## src/design/dorq_pkg.sv

```systemverilog
`default_nettype none

package dorq_pkg;

  localparam int DEPTH_DEF        = 32;
  localparam int KEY_BITS_DEF     = 64;
  localparam int PAYLOAD_BITS_DEF = 64;

  localparam int FIELD_W    = 64;
  localparam int FILL_W     = 6;
  localparam int CFG_IDX_W  = 2;
  localparam int CFG_DATA_W = 6;

  localparam logic [FILL_W-1:0] CAP_RESET = FILL_W'(32);

  localparam logic [CFG_IDX_W-1:0] CFG_CAPACITY = CFG_IDX_W'(0);
  localparam logic [CFG_IDX_W-1:0] CFG_ENABLED  = CFG_IDX_W'(1);

  typedef enum logic [1:0] {
    OP_PUSH  = 2'd0,
    OP_POP   = 2'd1,
    OP_PEEK  = 2'd2,
    OP_CLEAR = 2'd3
  } op_t;

  typedef enum logic [1:0] {
    ST_OK       = 2'd0,
    ST_DUP      = 2'd1,
    ST_EMPTY    = 2'd2,
    ST_DISABLED = 2'd3
  } status_t;

  typedef enum logic [1:0] {
    S_IDLE,
    S_DECIDE,
    S_SCAN,
    S_FINISH
  } state_t;

  typedef struct packed {
    logic accept;
    logic scan_init;
    logic scan_run;
    logic head_rd;
    logic finish;
  } ctl_cmd_t;

  typedef struct packed {
    logic enabled;
    op_t  op;
    logic empty;
    logic scan_done;
    logic out_free;
  } dp_stat_t;

endpackage

`default_nettype wire

```

## src/design/dorq_ctrl.sv

```systemverilog
`default_nettype none

module dorq_ctrl (
  input  logic               clk,
  input  logic               rst,
  input  logic               in_valid,
  output logic               in_ready,
  input  dorq_pkg::dp_stat_t stat,
  output dorq_pkg::ctl_cmd_t ctl
);

  import dorq_pkg::*;

  state_t state;
  state_t state_next;

  always_ff @(posedge clk) begin
    if (rst) begin
      state <= S_IDLE;
    end else begin
      state <= state_next;
    end
  end

  always_comb begin
    state_next = state;
    case (state)
      S_IDLE: begin
        if (in_valid) begin
          state_next = S_DECIDE;
        end
      end
      S_DECIDE: begin
        if (stat.enabled && stat.op == OP_PUSH) begin
          state_next = S_SCAN;
        end else begin
          state_next = S_FINISH;
        end
      end
      S_SCAN: begin
        if (stat.scan_done) begin
          state_next = S_FINISH;
        end
      end
      S_FINISH: begin
        if (stat.out_free) begin
          state_next = S_IDLE;
        end
      end
      default: state_next = S_IDLE;
    endcase
  end

  always_comb begin
    ctl      = '0;
    in_ready = 1'b0;
    case (state)
      S_IDLE: begin
        in_ready   = 1'b1;
        ctl.accept = in_valid;
      end
      S_DECIDE: begin
        if (stat.enabled && stat.op == OP_PUSH) begin
          ctl.scan_init = 1'b1;
        end else if (stat.enabled && (stat.op == OP_POP || stat.op == OP_PEEK) &&
                     !stat.empty) begin
          ctl.head_rd = 1'b1;
        end
      end
      S_SCAN: begin
        ctl.scan_run = 1'b1;
      end
      S_FINISH: begin
        ctl.finish = stat.out_free;
      end
      default: ;
    endcase
  end

  a_accept_decides: assert property (@(posedge clk) disable iff (rst)
    in_valid && in_ready |=> state == S_DECIDE)
    else $error("accepted transfer did not move to decide");

  a_scan_push_only: assert property (@(posedge clk) disable iff (rst)
    state == S_SCAN |-> stat.op == OP_PUSH && stat.enabled)
    else $error("scan running for a non-push operation");

  a_finish_holds: assert property (@(posedge clk) disable iff (rst)
    state == S_FINISH && !stat.out_free |=> state == S_FINISH)
    else $error("result dropped while output stalled");

endmodule

`default_nettype wire

```

## config.mk

```make
export PLATFORM = sky130hd
export DESIGN_NAME = dorq_ctrl
export DESIGN_NICKNAME = d
export VERILOG_FILES = /design/src/design/dorq_pkg.sv /design/src/design/dorq_ctrl.sv
export SDC_FILE = /design/constraint.sdc
export NUM_CORES = 1
export LEC_CHECK = 0
export BUFFER_PORTS_ARGS = -buffer_cell sky130_fd_sc_hd__buf_2
export CAP_MARGIN = 25
export CORE_AREA = 2 2 39 41
export CTS_BUF_LIST = sky130_fd_sc_hd__clkbuf_16
export CTS_CLUSTER_DIAMETER = 150
export DETAILED_ROUTE_END_ITERATION = 8
export DIE_AREA = 0 0 41 43
export GPL_TIMING_DRIVEN = 0
export SYNTH_ARGS = -nofsm -noshare
export SYNTH_HDL_FRONTEND = slang
export SYNTH_SLANG_ARGS = --single-unit
```

## constraint.sdc

```tcl
create_clock -name clk -period 1.41 [get_ports clk]
set_clock_uncertainty 0.05 [all_clocks]
set_input_delay 0.282 -clock clk [delete_from_list [all_inputs] [get_ports clk]]
set_output_delay 0.282 -clock clk [all_outputs]
set_load 0.02 [all_outputs]
```

-- Word-level counts from Yosys, hierarchy flattened
Index checks and enable logic that the tools add are counted.
- equality and inequality tests: 8
- mux-type cells: 14
- reduce and logical (&&, ||, !) cells: 8
- operators by type and width (cell ; count):
    two-way mux 1 bit ; 10
    one-hot mux 2 bit (4 select lines) ; 1
    equality test 2 bit (second input constant) ; 3
    two-way mux 2 bit ; 3
    inequality test 2 bit (second input constant) ; 3
    equality test 2 x 1 -> 1 bit (second input constant) ; 2
    zero test 2 bit ; 2
    logical AND 1 bit ; 3
    AND reduction 3 bit ; 1
    zero test 1 bit ; 1
    logical OR 1 bit ; 1
- flip-flop bits (word level): 2
- input port bits: 9
- output and inout bits: 6
- logic and storage cells: 31

-- Longest topological paths before layout
Gate-level depths: netlist of run 1.
- word-level depth: 7
- gate-level depth with buffers: 5
- mapped depth without buffers: 5

-- Worst setup path before layout of run 1
Ideal clock, no wire load.
- kind: register -> register
- start: register state[0]
- end: register state[0]
- setup time: 0.091 ns
- arrival time: 1.487 ns
- setup slack: -0.217 ns
- cell stages (with the launch flop): 6
- period minus slack after synthesis: 1.627 ns
- cells stage by stage: dfxtp_1 inv_1 ha_1 nor2b_1 o41a_1 a311oi_1
- word-level cells in the longest chain between the ends: 3
- elaborated cells on any way between the ends: 9
- ends and longest elaborated chain (what ; RTL line ; RTL):
    from (decl) ; dorq_ctrl.sv:14 ; state_t state;
    from (signal assigned) ; dorq_ctrl.sv:21 ; state <= state_next;
    equality test 2 bit / zero test 2 bit (equally long branches) ; dorq_ctrl.sv:27 ; case (state)
    inequality test 2 bit (no source line) ; -- ;
    AND reduction 3 bit (no source line) ; -- ;
Parallel ways exist; a longest one is shown, timed or not.
A chain may end at the register's enable or synchronous reset.

-- Worst setup path in the final report of run 1
- start: register state[1]
- end: register state[0]
The elaborated chain is that of the path after synthesis.

==> results.sh, run 1 <==
export IMPL_outcome="finished, violations left"
export IMPL_failed_checks="setup timing"
export IMPL_grt_max_degree=5
export IMPL_max_cap_viol_count=0
export IMPL_num_vias=277
export IMPL_powerDensity_nw_per_um2=2290
export IMPL_hold_viol=0
export IMPL_synth_fp_nets=43
export IMPL_worstPathArrival_ps=1590
export IMPL_synthesis_area_sq_um=229
export IMPL_dpl_hpwl_um=468
export IMPL_nNetsFinal=64
export IMPL_diodes=0
export IMPL_slew_headroom_pct=80.8
export IMPL_largest_reg_flops=2
export IMPL_irDropWorstVdd_mv=0.825
export IMPL_min_from="rst"
export IMPL_reg2regPathDepth=4
export IMPL_ios=15
export IMPL_ys_ff_latch=2
export IMPL_r2r_start="state[1]"
export IMPL_grt_pass1_vias=270
export IMPL_clock_path_buffers=2
export IMPL_switching_power_uw=431
export IMPL_pwr_share_seq_pct=13.6
export IMPL_yosysTopAreaCellShare_pct=27.3
export IMPL_holdPathStages=2
export IMPL_worst_setup_path_type="reg -> reg"
export IMPL_cts_sinks=2
export IMPL_antenna_found_initial=0
export IMPL_final_common_cell="buf_2"
export IMPL_grt_overflow=0
export IMPL_ant_nets=0
export IMPL_startpoint="state[1]"
export IMPL_cp_data_required_time_ps=1480
export IMPL_htreeDepth=1
export IMPL_gr_usage_all_layers_pct=9.90
export IMPL_min_period_over_period_pct=108
export IMPL_top_register="state"
export IMPL_ff_latch_area_sq_um=47.5
export IMPL_synth_seq_area_share_pct=17.5
export IMPL_setup_viol=5
export IMPL_die_h_um=43
export IMPL_cts_made_buffers=3
export IMPL_fillCellCount=142
export IMPL_placed_cells=59
export IMPL_final_cell_mix="buf_2, ha_4"
export IMPL_layout_setup_ws_ps=-110
export IMPL_drive_gt1_share_pct=75.5
export IMPL_cts_tree="built"
export IMPL_die_x_um=41
export IMPL_avgSynthCellArea_sq_um=7.90
export IMPL_dr_pass1_iters=4
export IMPL_start_kind="flip-flop"
export IMPL_wirelength_um=716
export IMPL_syn_inst=29
export IMPL_wl_per_cell_um=11.0
export IMPL_drtIter0Drc=5
export IMPL_via_per_inst=4.26
export IMPL_whs_endpoint="state[1]"
export IMPL_rr_endpoint="state[0]"
export IMPL_gp_routability_congestion=0.723
export IMPL_fmax_mhz=658
export IMPL_remaining_drc_errors=0
export IMPL_drv_slew=0
export IMPL_num_rows=14
export IMPL_ys_warn_count=0
export IMPL_core_sq_um=1380
export IMPL_dieArea_sq_um=1760
export IMPL_fin_cells=65
export IMPL_p_int_uw=796
export IMPL_top_regs="state (2)"
export IMPL_rrSetupSlack_ps=-110
export IMPL_initial_core_util_pct=16.5
export IMPL_rsz0062_at_grt="yes"
export IMPL_power_frac_clock_pct=35.8
export IMPL_cp_end_kind="flip-flop"
export IMPL_swShare_pct=35.1
export IMPL_crit_fanout=4
export IMPL_combinationalPowerShare_pct=50.6
export IMPL_synth_largest_area_cell="ha_1"
export IMPL_leakagePower_uw=0.000245
export IMPL_grt_pass1_wl_mm=1.10
export IMPL_syn_to_final_growth_pct=134
export IMPL_worst_pin_slew_ps=285
export IMPL_yosys_top_cells_area="ha_1, dfxtp_1, inv_1"
export IMPL_path_clk_slew_ps=30
export IMPL_layout_min_cycle_time_ps=1520
export IMPL_clk_latency_ps=220
export IMPL_hold_path_class="in -> reg"
export IMPL_power_uw=1230
export IMPL_multiInputGateArea_sq_um=263
export IMPL_synth_cell_types=16
export IMPL_io_buffers=14
export IMPL_cts_root_buf="clkbuf_16"
what timing repair did:
item | in CTS | in global routing
endpoints found under the hold margin | 0 | 0
pin swaps | 4 | 2
resized for setup | 14 | 4
hold buffers | 0 | 0
buffers inserted | 2 | 0
setup endpoints to repair | 6 | 6
layout make-up:
type	count	area share, %
multi-input combinational	23	49.1
timing repair buffer	16	19.9
clock buffer	3	14.0
sequential	2	8.88
inverter	4	3.74
tap	16	3.74
clock inverter	1	0.701
layer usage:
layer	GRT usage [%]	part of all wire (%)	vias to the layer above
li1	-	-	139
met1	11.4	44	127
met2	12.8	50	9
met3	2.09	3.9	2
met4	12.0	2.4	0
met5	0	0	-
how the worst max path moves through the flow:
| stage | to | slack, ps | cells past startpoint |
|---|---|---|---|
| after floorplan | state[1] | -30 | 5 |
| after global placement | state[1] | -110 | 4 |
| after detailed placement | state[1] | -100 | 4 |
| after CTS | state[1] | -90 | 4 |
| after global routing | state[0] | -180 | 4 |
| final | state[0] | -110 | 4 |
power groups by stage:
| stage | clock [uW] | combinational (uW) | sequential [uW] |
|---|---|---|---|
| after floorplan | 0 | 371 | 136 |
| after global placement | 0 | 452 | 145 |
| after detailed placement | 0 | 468 | 144 |
| after CTS | 448 | 584 | 154 |
| after global routing | 458 | 679 | 172 |
| final | 440 | 621 | 167 |
synthesized netlist by cell type:
master	n
and2_2	1
nor2_1	2
nor2b_1	2
nand2_1	3
o31ai_1	1
a311oi_1	1
ha_1	5
and2_1	1
and2b_1	1
dfxtp_1	2
and3_1	1
inv_1	4
or4b_1	1
o41a_1	1
nor3_1	2
a21oi_1	1
critical path, cell delays in order (launching register included):
cell and delay (ps):
dfxtp_4 370, ha_4 160, and2b_2 210, o41a_1 420
a311oi_1 200
through the flow:
stage	utilization [%]	area, sq um	TNS [ps]	setup WS, ps	hold WS, ps
final	38.7	536	-338	-110	179
after global routing	38.7	536	-539	-176	182
after CTS	37.3	517	-262	-95.0	174
after detailed placement	27.0	374	-169	-98.9	410
after global placement	27.0	374	-179	-113	413
after floorplan	-	284	-35.2	-30.2	291
kinds of logic after synthesis:
family,share of synthesized area (%)
flip-flops,17.5
buffers and inverters,6.56
AND/OR/NAND/NOR,34.4
adder cells (fa/ha/maj),27.3
AO/OA/AOI/OAI,14.2
Note: power is estimated with default switching activity, not from simulation.
==> run 2, diff against run 1 <==
ABC_AREA = 1   (was not set)
GPL_TIMING_DRIVEN = not set   (was 0)
==> run 2 against run 1 <==
Against the previous run:
- final area down 13%
- first-iteration DRC count down 40%
- area after synthesis up 7.1%
- highest routed layer is now met3
- setup slack better by 90 ps
- utilization down 4.9 points
- combinational power down 23%
- synthesized cell count up 34%
- clock-buffer cell count unchanged
- largest power group unchanged
- critical path type is now reg -> out
- sequential share of layout area up 1.3 points
- the run still ends with setup timing left
- non-clock buffer count down 1
==> results.sh, run 2 <==
export IMPL_irDropWorstVdd_mv=0.846
export IMPL_cts_root_buf="clkbuf_16"
export IMPL_drtIter0Drc=3
export IMPL_wl_met3_um=29
export IMPL_leakagePower_uw=0.000261
export IMPL_placed_cells=69
export IMPL_netlist_top_cells_count="nand2_1, inv_1, ha_1"
export IMPL_ctsHoldBuffers=0
export IMPL_slew_headroom_pct=91.3
export IMPL_yosys_top_cells_area="ha_1, nand2_1, inv_1"
export IMPL_gr_usage_all_layers_pct=7.11
export IMPL_failed_checks="setup timing"
export IMPL_synth_largest_area_cell="ha_1"
export IMPL_yosysTopAreaCellShare_pct=25.5
export IMPL_largest_reg_flops=2
export IMPL_syn_to_final_growth_pct=90.8
export IMPL_ys_ff_latch=2
export IMPL_cp_data_required_time_ps=1080
export IMPL_num_vias=270
export IMPL_die_x_um=41
export IMPL_cts_sinks=2
export IMPL_max_cap_viol_count=0
export IMPL_p_int_uw=671
export IMPL_wl_per_cell_um=7.40
export IMPL_fin_cells=73
export IMPL_ant_nets=0
export IMPL_tns_ps=-19.7
export IMPL_clock_path_buffers=2
export IMPL_drive_gt1_share_pct=54.4
export IMPL_ys_warn_count=0
export IMPL_crit_fanout=5
export IMPL_start_kind="flip-flop"
export IMPL_drv_slew=0
export IMPL_highest_layer="met3"
export IMPL_dieArea_sq_um=1760
export IMPL_swShare_pct=35.8
export IMPL_syn_inst=39
export IMPL_synth_cell_types=11
export IMPL_cp_end_kind="output port"
export IMPL_die_h_um=43
export IMPL_worstPathArrival_ps=1100
export IMPL_hold_viol=0
export IMPL_num_rows=14
export IMPL_max_stage_delay_ps=350
export IMPL_crit_slowest_cell="dfxtp_4"
export IMPL_via_per_inst=3.70
export IMPL_synth_edf_count=0
export IMPL_grt_overflow=0
export IMPL_top_register="state"
export IMPL_dr_pass1_iters=3
export IMPL_top_regs="state (2)"
export IMPL_powerDensity_nw_per_um2=2240
export IMPL_rsz0062_at_grt="yes"
export IMPL_synth_fp_nets=53
export IMPL_cts_tree="built"
export IMPL_async_reset_ff_share_pct=0
export IMPL_path_clk_slew_ps=30
export IMPL_grt_max_degree=6
export IMPL_worst_path_buf_inv=2
export IMPL_yosys_cell_count_top_type="nand2_1"
export IMPL_final_cell_mix="nand2_1, buf_2, inv_1"
export IMPL_htreeDepth=1
export IMPL_switching_power_uw=375
export IMPL_worst_pin_slew_ps=130
export IMPL_cts_made_buffers=3
export IMPL_wl_met1_um=215
export IMPL_initial_core_util_pct=17.7
export IMPL_crit_chain="inv_4 > ha_4 > nand2_2 > nor3_2 > buf_4"
export IMPL_min_period_over_period_pct=101
export IMPL_synth_seq_area_share_pct=16.3
export IMPL_critPathTopFamily="flip-flops"
export IMPL_power_uw=1050
export IMPL_wirelength_um=540
export IMPL_core_sq_um=1380
export IMPL_io_buffers=14
export IMPL_avgSynthCellArea_sq_um=6.29
export IMPL_gp_routability_congestion=0.604
export IMPL_nNetsFinal=73
export IMPL_setup_viol=1
export IMPL_pwr_share_seq_pct=14.2
export IMPL_worst_setup_path_type="reg -> out"
export IMPL_outcome="finished, violations left"
export IMPL_power_frac_clock_pct=40.1
export IMPL_antenna_found_initial=0
export IMPL_route_met2_wl_um=296
export IMPL_synth_ff_type="dfxtp_1"
export IMPL_clk_latency_ps=220
export IMPL_combinationalPowerShare_pct=45.6
export IMPL_fmax_mhz=699
export IMPL_layout_setup_ws_ps=-19.7
export IMPL_remaining_drc_errors=0
export IMPL_diodes=0
export IMPL_layout_min_cycle_time_ps=1430
export IMPL_synthesis_area_sq_um=245
export IMPL_grt_pass1_wl_um=800
export IMPL_ios=15
export IMPL_hold_path_class="in -> reg"
export IMPL_grt_pass1_vias=241
-- run 2: cell types whose count changed after synthesis, sizes merged, moves of 2 or more --
| cell | change |
|---|---|
| nand3 | +3 |
| inv | +8 |
| and2 | -2 |
| nor2b | -2 |
| nand2 | +10 |
-- run 2: power by group through the flow --
stage | logic [uW] | registers, uW | clock network [uW]
after floorplan | 306 | 110 | 0
after global placement | 381 | 117 | 0
after detailed placement | 391 | 116 | 0
after CTS | 453 | 145 | 431
after global routing | 546 | 153 | 434
final | 477 | 149 | 420
-- run 2: path summary, 6_finish.rpt --
| kind | slack (ps) | end | startpoint | cells past startpoint |
|---|---|---|---|---|
| max | -20 | ctl[1] | state[1] | 5 |
| min | 190 | state[1] | rst | 2 |
| max reg2reg | 260 | state[0] | state[0] | 7 |
| min reg2reg | 490 | state[1] | state[1] | 2 |
-- run 2: cell families (layout without fill, tap and decap cells) --
family | Yosys count | in the layout | share of synthesized area (%)
AOI/OAI and AO/OA | 2 | 2 | 7.14
adders and majority gates | 5 | 5 | 25.5
buffers and inverters | 12 | 30 | 18.4
DFF | 2 | 2 | 16.3
and+or+nand+nor | 18 | 18 | 32.7
-- run 2: cell type report --
type	count	area, sq um
clock buffer	3	75.1
fill	148	916
inverter	12	47.5
multi-input combinational	25	193
sequential	2	47.5
tap	16	20.0
timing repair buffer	15	85.1
-- run 2: repair_timing --
item / CTS / global route
hold endpoints to repair: 0 / 0
endpoints found under the setup margin: 4 / 4
gates resized for setup: 12 / 3
pin swaps: 1 / 0
buffers inserted: 0 / 1
-- run 2: metal layers --
metal	up-vias	GRT usage (%)
met4	0	6.00
met2	7	10.3
met5	-	0
li1	149	-
met3	0	4.71
met1	114	6.39
-- run 2: metrics by stage --
stage	setup WS (ps)	util, %	instance area, sq um	hold slack (ps)
finish	-19.7	33.8	468	194
global route	-60.5	33.8	468	194
CTS	-16.7	32.9	455	190
detailed placement	41.5	24.6	340	425
global placement	79.3	24.6	340	426
floorplan	128	-	250	294
==> run 3, diff against run 2 <==
PLACE_DENSITY = 0.42   (was not set)
==> run 3 against run 2 <==
Against the previous run:
- register-to-register slack got worse by 50 ps
- die area unchanged
- clock-buffer cell count unchanged
- via count increased by 3.0%
- critical path type unchanged
- utilization unchanged
- combinational power increased by 2%
- critical path depth unchanged
- non-clock buffer count unchanged
- sequential share of layout area unchanged
- sequential power about the same
- largest power group unchanged
- cell count unchanged
- highest routed layer unchanged
- the flow still finishes with violations (setup timing)
==> results.sh, run 3 (synthesis gave the netlist of run 2 again) <==
export IMPL_grt_overflow=0
export IMPL_drive_gt1_share_pct=54.4
export IMPL_hold_path_class="in -> reg"
export IMPL_final_core_util_pct=33.8
export IMPL_io_buffers=14
export IMPL_top_regs="state (2)"
export IMPL_ant_nets=0
export IMPL_htreeDepth=1
export IMPL_ios=15
export IMPL_dr_pass1_iters=2
export IMPL_wl_per_cell_um=7.64
export IMPL_via_per_inst=3.81
export IMPL_layout_setup_ws_ps=-0.293
export IMPL_die_h_um=43
export IMPL_startpoint="state[1]"
export IMPL_min_period_over_period_pct=100
export IMPL_dpl_hpwl_um=399
export IMPL_start_kind="flip-flop"
export IMPL_largest_reg_flops=2
export IMPL_gr_usage_all_layers_pct=7.71
export IMPL_failed_checks="setup timing"
export IMPL_min_from="rst"
export IMPL_diodes=0
export IMPL_clk_latency_ps=220
export IMPL_ctsHoldBuffers=0
export IMPL_nNetsFinal=73
export IMPL_cts_tree="built"
export IMPL_worst_setup_path_type="reg -> out"
export IMPL_worstPathArrival_ps=1080
export IMPL_cts_root_buf="clkbuf_16"
export IMPL_rsz0062_at_grt="yes"
export IMPL_num_rows=14
export IMPL_reg2regPathDepth=7
export IMPL_worst_pin_slew_ps=118
export IMPL_drv_slew=0
export IMPL_cp_data_required_time_ps=1080
export IMPL_fillCellCount=162
export IMPL_crit_fanout=4
export IMPL_drtIter0Drc=3
export IMPL_num_vias=278
export IMPL_layout_min_cycle_time_ps=1410
export IMPL_top_register="state"
export IMPL_holdPathStages=2
export IMPL_gp_routability_congestion=0.643
export IMPL_hold_viol=0
export IMPL_endpoint="ctl[1]"
export IMPL_core_sq_um=1380
export IMPL_wirelength_um=558
export IMPL_grt_max_degree=6
export IMPL_leakagePower_uw=0.000262
export IMPL_setup_viol=1
export IMPL_remaining_drc_errors=0
export IMPL_powerDensity_nw_per_um2=2260
export IMPL_irDropWorstVdd_mv=1.02
export IMPL_fmax_mhz=709
export IMPL_grt_pass1_vias=251
export IMPL_power_uw=1060
export IMPL_clock_path_buffers=2
export IMPL_cts_sinks=2
export IMPL_slew_headroom_pct=92.1
export IMPL_path_clk_slew_ps=30
export IMPL_r2r_start="state[1]"
export IMPL_placed_cells=69
export IMPL_die_x_um=41
export IMPL_rrSetupSlack_ps=210
export IMPL_final_cell_mix="nand2_1, buf_2, inv_1"
export IMPL_grt_pass1_wl_um=917
export IMPL_fin_area_sq_um=468
export IMPL_outcome="finished, violations left"
export IMPL_initial_core_util_pct=17.7
export IMPL_rr_endpoint="state[1]"
export IMPL_cts_made_buffers=3
export IMPL_cp_end_kind="output port"
export IMPL_max_cap_viol_count=0
export IMPL_dieArea_sq_um=1760
export IMPL_antenna_found_initial=0
export IMPL_syn_to_final_growth_pct=90.8
export IMPL_post_dp_cell_area_sq_um=340
export IMPL_fin_cells=73
-- run 3: cell counts in the layout (fill, tap and decap cells not counted) --
Identical to the previous run, type by type.
-- run 3: final cells by class --
type | count | area (sq um) | area share, %
clock buffers | 3 | 75.1 | 16.0
well taps | 16 | 20.0 | 4.28
multi-input cells | 25 | 193 | 41.2
inverters | 12 | 47.5 | 10.2
flip-flops and latches | 2 | 47.5 | 10.2
repair buffers | 15 | 85.1 | 18.2
-- run 3: through the flow --
stage | setup TNS (ps) | worst slack (ps) | hold WS [ps]
after detailed placement | 0 | 57.9 | 421
after global routing | -139 | -62.0 | 192
final | -0.293 | -0.293 | 188
after CTS | -7.85 | -7.85 | 186
after floorplan | 0 | 128 | 294
after global placement | 0 | 64.8 | 425
-- run 3: worst min path at each step --
stage,to,slack (ps)
after floorplan,state[0],290
after global placement,state[1],420
after detailed placement,state[0],420
after CTS,state[0],190
after global routing,state[0],190
final,state[0],190
-- run 3: timing repair --
item                                    in CTS  in global routing
hold endpoints to repair                     0                  0
endpoints found under the setup margin       6                  4
resized for setup                           13                  2
buffers inserted                             1                  0
pin swaps                                    1                  0
-- run 3: power breakdown --
part / internal [uW] / switching, uW / total, uW
combinational: 212 / 275 / 488
sequential: 100 / 47.4 / 147
clock: 360 / 60.1 / 420
total: 673 / 383 / 1060
-- run 3: layer usage --
layer  GRT usage (%)  up-vias  wire, um
li1                -      152         -
met1            8.92      121       219
met2            11.6        5       316
met3            1.57        0        22
met4            6.00        0         0
met5               0        -         0
-- run 3: worst max-delay path, cell delays in order, from the launching register on --
cell	delay, ps
dfxtp_4	350
inv_4	70
ha_4	130
nand2_2	50
nor3_2	100
buf_4	160
